File: src/rtl/core/sfir_pkg.sv
package sfir_pkg;

  localparam int unsigned HALF_ORDER_DEF = 500;

  localparam int unsigned SAMPLE_W   = 16;
  localparam int unsigned COEF_W     = 16;
  localparam int unsigned COEF_IDX_W = 10;
  localparam int unsigned PROD_W     = SAMPLE_W + COEF_W;

  // Kind of an input item, carried on tuser.
  typedef enum logic {
    OP_COEF   = 1'b0,
    OP_SAMPLE = 1'b1
  } sfir_op_e;

  // Control that follows the memory read data into the multiply-accumulate unit.
  typedef struct packed {
    logic clear;  // start of a new sample: empty the accumulators
    logic vld;    // memory read data is valid this cycle
    logic live;   // the history slot holds a real sample, not pre-reset silence
  } sfir_mac_ctl_t;

endpackage

File: src/rtl/core/sfir_mac.sv
module sfir_mac import sfir_pkg::*; #(
  parameter int unsigned TAPS = 2 * HALF_ORDER_DEF + 1
) (
  input  logic                       clk_i,
  input  logic                       rst_ni,
  input  sfir_mac_ctl_t              ctl_i,
  input  logic signed [COEF_W-1:0]   coef_i,
  input  logic signed [SAMPLE_W-1:0] left_i,
  input  logic signed [SAMPLE_W-1:0] right_i,
  output logic                       busy_o,
  output logic signed [SAMPLE_W-1:0] left_o,
  output logic signed [SAMPLE_W-1:0] right_o,
  output logic                       clip_o
);

  localparam int unsigned ACC_W  = PROD_W + $clog2(TAPS);
  localparam int unsigned FRAC_W = COEF_W - 1;
  localparam logic signed [ACC_W-1:0] HALF_UP = ACC_W'(1 << (FRAC_W - 1));
  localparam logic signed [ACC_W-1:0] HALF_DN = HALF_UP - ACC_W'(1);
  localparam logic signed [ACC_W-1:0] SAT_HI  = ACC_W'((1 << (SAMPLE_W - 1)) - 1);
  localparam logic signed [ACC_W-1:0] SAT_LO  = -SAT_HI - ACC_W'(1);

  logic                     prod_vld_q;
  logic signed [PROD_W-1:0] prod_l_q;
  logic signed [PROD_W-1:0] prod_r_q;
  logic signed [ACC_W-1:0]  acc_l_q;
  logic signed [ACC_W-1:0]  acc_r_q;
  logic [SAMPLE_W:0]        res_l;
  logic [SAMPLE_W:0]        res_r;

  // Rounds half away from zero: a negative sum takes a bias one short of a half,
  // so that the arithmetic shift (a floor) lands on the value away from zero.
  // Returns the clip flag above the saturated sample.
  function automatic logic [SAMPLE_W:0] round_sat(input logic signed [ACC_W-1:0] acc);
    logic signed [ACC_W-1:0] sum;
    logic signed [ACC_W-1:0] r;
    logic [SAMPLE_W:0]       res;
    sum = acc + (acc[ACC_W-1] ? HALF_DN : HALF_UP);
    r   = sum >>> FRAC_W;
    if (r > SAT_HI) begin
      res = {1'b1, SAT_HI[SAMPLE_W-1:0]};
    end else if (r < SAT_LO) begin
      res = {1'b1, SAT_LO[SAMPLE_W-1:0]};
    end else begin
      res = {1'b0, r[SAMPLE_W-1:0]};
    end
    return res;
  endfunction

  always_ff @(posedge clk_i or negedge rst_ni) begin
    if (!rst_ni) begin
      prod_vld_q <= 1'b0;
    end else begin
      prod_vld_q <= ctl_i.vld;
    end
  end

  always_ff @(posedge clk_i) begin
    if (ctl_i.live) begin
      prod_l_q <= PROD_W'(coef_i) * PROD_W'(left_i);
      prod_r_q <= PROD_W'(coef_i) * PROD_W'(right_i);
    end else begin
      prod_l_q <= '0;
      prod_r_q <= '0;
    end
    if (ctl_i.clear) begin
      acc_l_q <= '0;
      acc_r_q <= '0;
    end else if (prod_vld_q) begin
      acc_l_q <= acc_l_q + ACC_W'(prod_l_q);
      acc_r_q <= acc_r_q + ACC_W'(prod_r_q);
    end
  end

  assign res_l   = round_sat(acc_l_q);
  assign res_r   = round_sat(acc_r_q);
  assign busy_o  = prod_vld_q;
  assign left_o  = res_l[SAMPLE_W-1:0];
  assign right_o = res_r[SAMPLE_W-1:0];
  assign clip_o  = res_l[SAMPLE_W] | res_r[SAMPLE_W];

endmodule

File: config.mk
export PLATFORM = sky130hd
export DESIGN_NAME = sfir_mac
export DESIGN_NICKNAME = d
export VERILOG_FILES = /design/src/rtl/core/sfir_pkg.sv /design/src/rtl/core/sfir_mac.sv
export SDC_FILE = /design/constraint.sdc
export NUM_CORES = 2
export LEC_CHECK = 0
export ABC_AREA = 1
export BUFFER_PORTS_ARGS = -buffer_cell sky130_fd_sc_hd__clkbuf_2
export CORE_AREA = 2 2 305 232
export CTS_BUF_LIST = sky130_fd_sc_hd__clkbuf_8
export DETAILED_ROUTE_END_ITERATION = 16
export DIE_AREA = 0 0 307 234
export PLACE_DENSITY = 0.69
export SLEW_MARGIN = 20
export SYNTH_ARGS = -nofsm -noshare
export SYNTH_HDL_FRONTEND = slang
export SYNTH_SLANG_ARGS = --single-unit
File: constraint.sdc
create_clock -name clk_i -period 3 [get_ports clk_i]
set_input_delay 0.15 -clock clk_i [delete_from_list [all_inputs] [get_ports clk_i]]
set_output_delay 0.15 -clock clk_i [all_outputs]
set_load 0.03 [all_outputs]
# Word-level counts from Yosys, hierarchy flattened
# Index checks and enable logic that the tools add are counted.
totals:
  inputBits: 53
  word_cells: 22
  regBits: 149
classes:
  n_bitwise: 1
  n_addsub: 4
  mux: 6
  mul: 2
  magnitude_cmp: 4
ops:
  columns: ["cell", "n"]
  rows:
  - ["$add A42 B16 Y42", 2]
  - ["$add A42 B32 Y42", 2]
  - ["$mux W17", 4]
  - ["$mul A16 B16 Y32", 2]
  - ["$gt A27 B16 Y1 const B", 2]
  - ["$lt A27 B16 Y1 const B", 2]
  - ["$mux W15", 2]
  - ["$or A1 B1 Y1", 1]

# Logic depth before layout (Yosys ltp)
logic_depth:
  word_depth: 6
  ltp_mapped: 28

# Worst setup path before layout
# No wires, ideal clock.
synth_timing:
  path_type: "input to register"
  startpoint: "input left_i[5]"
  endpoint: "register prod_l_q[31]"
  cell_stages: 22
  setup_time_ps: 113
  t_arrival_ps: 5466
  setup_slack_ps: -2578
  path_buffers: 2
  cell_sequence: "clkbuf_1 > clkbuf_1 > nand2_1 > fa_1 > inv_1 > fa_1 > fa_1 > fa_1 > fa_1 > inv_1 > fa_1 > inv_1 > ha_1 > nand2_1 > nor2_1 > nand4_1 > o211ai_1 > a21oi_1 > o21ai_0 > nand2_1 > nand2_1 > nor2_1"
synth_between:
  elab_chain_cells: 1
synth_lines:
  columns: ["element", "line_no", "text"]
  rows:
  - ["from (decl)", "sfir_mac.sv:8", "input logic signed [SAMPLE_W-1:0] left_i,"]
  - ["$mul A16 B16 Y32", "sfir_mac.sv:60", "prod_l_q <= PROD_W'(coef_i) * PROD_W'(left_i);"]
  - ["to (signal assigned)", "sfir_mac.sv:60", null]
  - ["to (decl)", "sfir_mac.sv:24", "logic signed [PROD_W-1:0] prod_l_q;"]
# Every way passes these cells.
# A chain may end at the register's enable or synchronous reset.

# Worst setup path in the final report
layout_timing:
  startpoint: "input left_i[11]"
  endpoint: "register prod_l_q[26]"
# Same word-level chain as after synthesis.

==> qor.csv <==
metric,value,unit
reg2reg path depth,12,
"Seq/Total Area, Yosys",0.0876,
number of global-route vias before repair,34364,
gr busiest metal,met2,
placed insts,6215,
Iter 0 DRT Violations,2368,
Critical R2R Launch,acc_l_q[5],
met1 usage in global routing,0.414,
Critical Path End Type,flip-flop,
GP Congestion,1.00,
TritonRoute pass-1 iters,6,
post-synthesis instance total,4943,
failing checks,negative setup slack,
H-Tree Depth,4,
worst slew pin tran,0.975,ns
DP Wirelength,86.2,mm
initial antenna violation count,0,
Global Route met2 Usage,0.512,
met3 GRT Util,0.0642,
YS warnings,0,
PortBufs,86,
Setup Skew,0.0307,ns
layout cells sized above 1,0.249,
Post-synth EDFFs,0,
dominant synthesized flop cell,dfxtp_1,
CP arrival,5.32,ns
worst skew pair latency,0.52,ns
final count of hold timing violations,0,
first-pass GRT wire length,176,mm
Cell variety after synth,61,
Pins Over Slew Limit,0,
Congestion Overflow GR,0,
CTS tree,done,
DRC,0,
FMAX,0.204,GHz
Die ar.,71800,um2
worst path required time,3.41,ns
CP max FO,11,
diode count,0,
core footprint,69200,um2
CTS sink cnt,149,
synthesized cell area,34100,um2
DR vias/cell,5.24,
number of buffers created by CTS,17,
Final Non-Filler Cells,6367,
Ports,87,
remaining antenna violation count,0,
RSZ-0062 raised after global routing,yes,
Tcrit/Tclk final,1.64,
WHS Endpoint,prod_r_q[0],
reg-to-reg endpoint,acc_l_q[31],
nets@finish,6304,
routed wire length per instance,17.3,um
Starting Density,0.493,
Synth Register Bits,149,
DR vias,33387,
WHS Path Cells,4,
hold crit path type,input pin to flip-flop,
largest net degree at the start of global routing,82,
Worst Min Path Start,coef_i[0],
number of fill cells,5815,
FF-to-FF setup slack,0.29,ns
Max clock buf depth,2,
Syn Nets,5796,
ys async rst share,0.00671,
CP Class,input pin to flip-flop,
# rows,84,
max cap viols,0,
clk slew on worst S/H paths,0.10,ns
Slew HR,0.346,
fin crit period,4.91,ns
die width,307,um
outcome,"finished, violations left",
Mapped Avg Cell Area,6.90,um2
Root Buffer,clkbuf_8,
WL final,110,mm
die height,234,um
Syn-to-layout area delta,31.8,%
Setup-failing EPs final,83,
GRT Util Overall,0.309,
Critical Path Source Type,input pin,
final worst slack,-1.91,ns
-- kinds of logic after synthesis --
kind of cell,count (synthesis),synth area share
fa+ha+maj,800,0.409
compound gates,653,0.107
buf+inv,1449,0.160
flops,149,0.0876
xor+xnor,74,0.0192
simple gates,1818,0.216
-- repair_timing --
item,4_1_cts,5_1_grt
endpoints found under the hold margin,2,0
pin swaps,242,193
setup endpoints to repair,84,88
buffers inserted,73,43
hold buffers,3,0
gates cloned,10,3
gates resized for setup,664,330
-- metrics by stage --
step | setup slack [ns] | util | hold slack [ns] | cell area (um2) | TNS [ns]
global route | -2.08 | 0.650 | 0.116 | 44900 | -101.66
global placement | -2.67 | 0.571 | -0.0751 | 39500 | -112.77
CTS | -1.86 | 0.628 | 0.0771 | 43400 | -84.61
detailed placement | -2.67 | 0.571 | -0.0738 | 39500 | -114.59
floorplan | -2.02 | - | -0.146 | 35400 | -79.35
finish | -1.91 | 0.650 | 0.153 | 44900 | -88.86
-- cells in the mapped netlist, types with 8 or more instances --
library cell	instances	area share
inv_1	1294	0.14
nand2_1	1157	0.13
fa_1	526	0.31
nor2_1	380	0.042
a21oi_1	280	0.041
ha_1	274	0.10
o21ai_0	213	0.031
dfxtp_1	148	0.087
nand3_1	145	0.021
clkbuf_1	136	0.015
xor2_1	47	0.012
nand4_1	46	0.0084
nor3_1	33	0.0048
xnor2_1	26	0.0067
o21bai_1	25	0.0055
o21a_1	22	0.0048
a21o_1	20	0.0044
o211ai_1	18	0.0040
o21ai_1	14	0.0021
a31oi_1	12	0.0022
nand2_2	11	0.0020
a21boi_0	10	0.0022
nor4_1	9	0.0017
a31o_2	8	0.0021
and3_1	8	0.0015
o221ai_1	8	0.0021
-- cell usage in the layout (no fill, tap or decap), types with 22 or more instances in the layout --
cell and n:
a21oi_2 56, nand3_2 33, nand2_4 65, clkbuf_8 37, buf_8 37, nand2_1 1002
buf_12 48, nand2_2 99, nor3_1 28, o21ai_1 32, xnor2_1 24, a21oi_1 200
nand4_1 46, inv_2 122, fa_1 474, nor2_4 24, ha_4 85, o21a_1 22
a21oi_4 24, nor2_2 28, fa_2 52, nand3_1 106, inv_1 1174, dfxtp_1 142
buf_4 393, o21ai_2 22, xor2_1 47, ha_1 183, buf_6 86, o21ai_0 167
nor2_1 332
-- layer usage --
layer / wire length (um) / share of wire / up-vias
met1: 47000 / 0.43 / 16157
met5: 0 / 0 / -
met2: 50900 / 0.46 / 1158
met3: 9250 / 0.084 / 199
met4: 2680 / 0.024 / 0
li1: - / - / 15873
-- worst max-delay path by stage --
stage                           from  depth (start not counted)  slack (ns)      endpoint
after floorplan            left_i[6]                         21       -2.02  prod_l_q[29]
after global placement    right_i[4]                         20       -2.67  prod_r_q[28]
after detailed placement  right_i[1]                         20       -2.67  prod_r_q[28]
after CTS                 coef_i[15]                         23       -1.86  prod_r_q[30]
after global routing      coef_i[15]                         21       -2.08  prod_r_q[28]
final                     left_i[11]                         24       -1.91  prod_l_q[26]
-- final cells by class --
class                   instances  area, um2  area share
flip-flops and latches        149       3000      0.0668
clock buffers                  18        248     0.00551
clock inverters                14        183     0.00406
repair buffers                634       6430       0.143
multi-input cells            3347      29000       0.646
inverters                    1302       4910       0.109
well taps                     903       1130      0.0251
-- worst max-delay path, stage by stage --
cell and delay [ns]:
clkbuf_4 0.20, nand2_1 0.13, inv_1 0.07, fa_1 0.51
inv_1 0.07, fa_1 0.50, inv_2 0.06, fa_1 0.58
fa_2 0.46, fa_1 0.55, inv_2 0.05, fa_1 0.52
inv_2 0.05, ha_4 0.28, buf_6 0.11, nand2_4 0.06
nor2_4 0.13, inv_4 0.06, nor3_4 0.22, nand3_2 0.11
nand3_2 0.10, a31o_4 0.16, a21oi_2 0.05, o21a_1 0.14
-- sequential cells by signal, indices dropped and copies added, names as in the netlist --
signal and cells:
prod_r_q 32, acc_r_q 42, prod_l_q 32, busy_o 1, acc_l_q 42
Power is not shown: default switching activity piles up to over one toggle a cycle in this logic, so the estimate is an artifact.
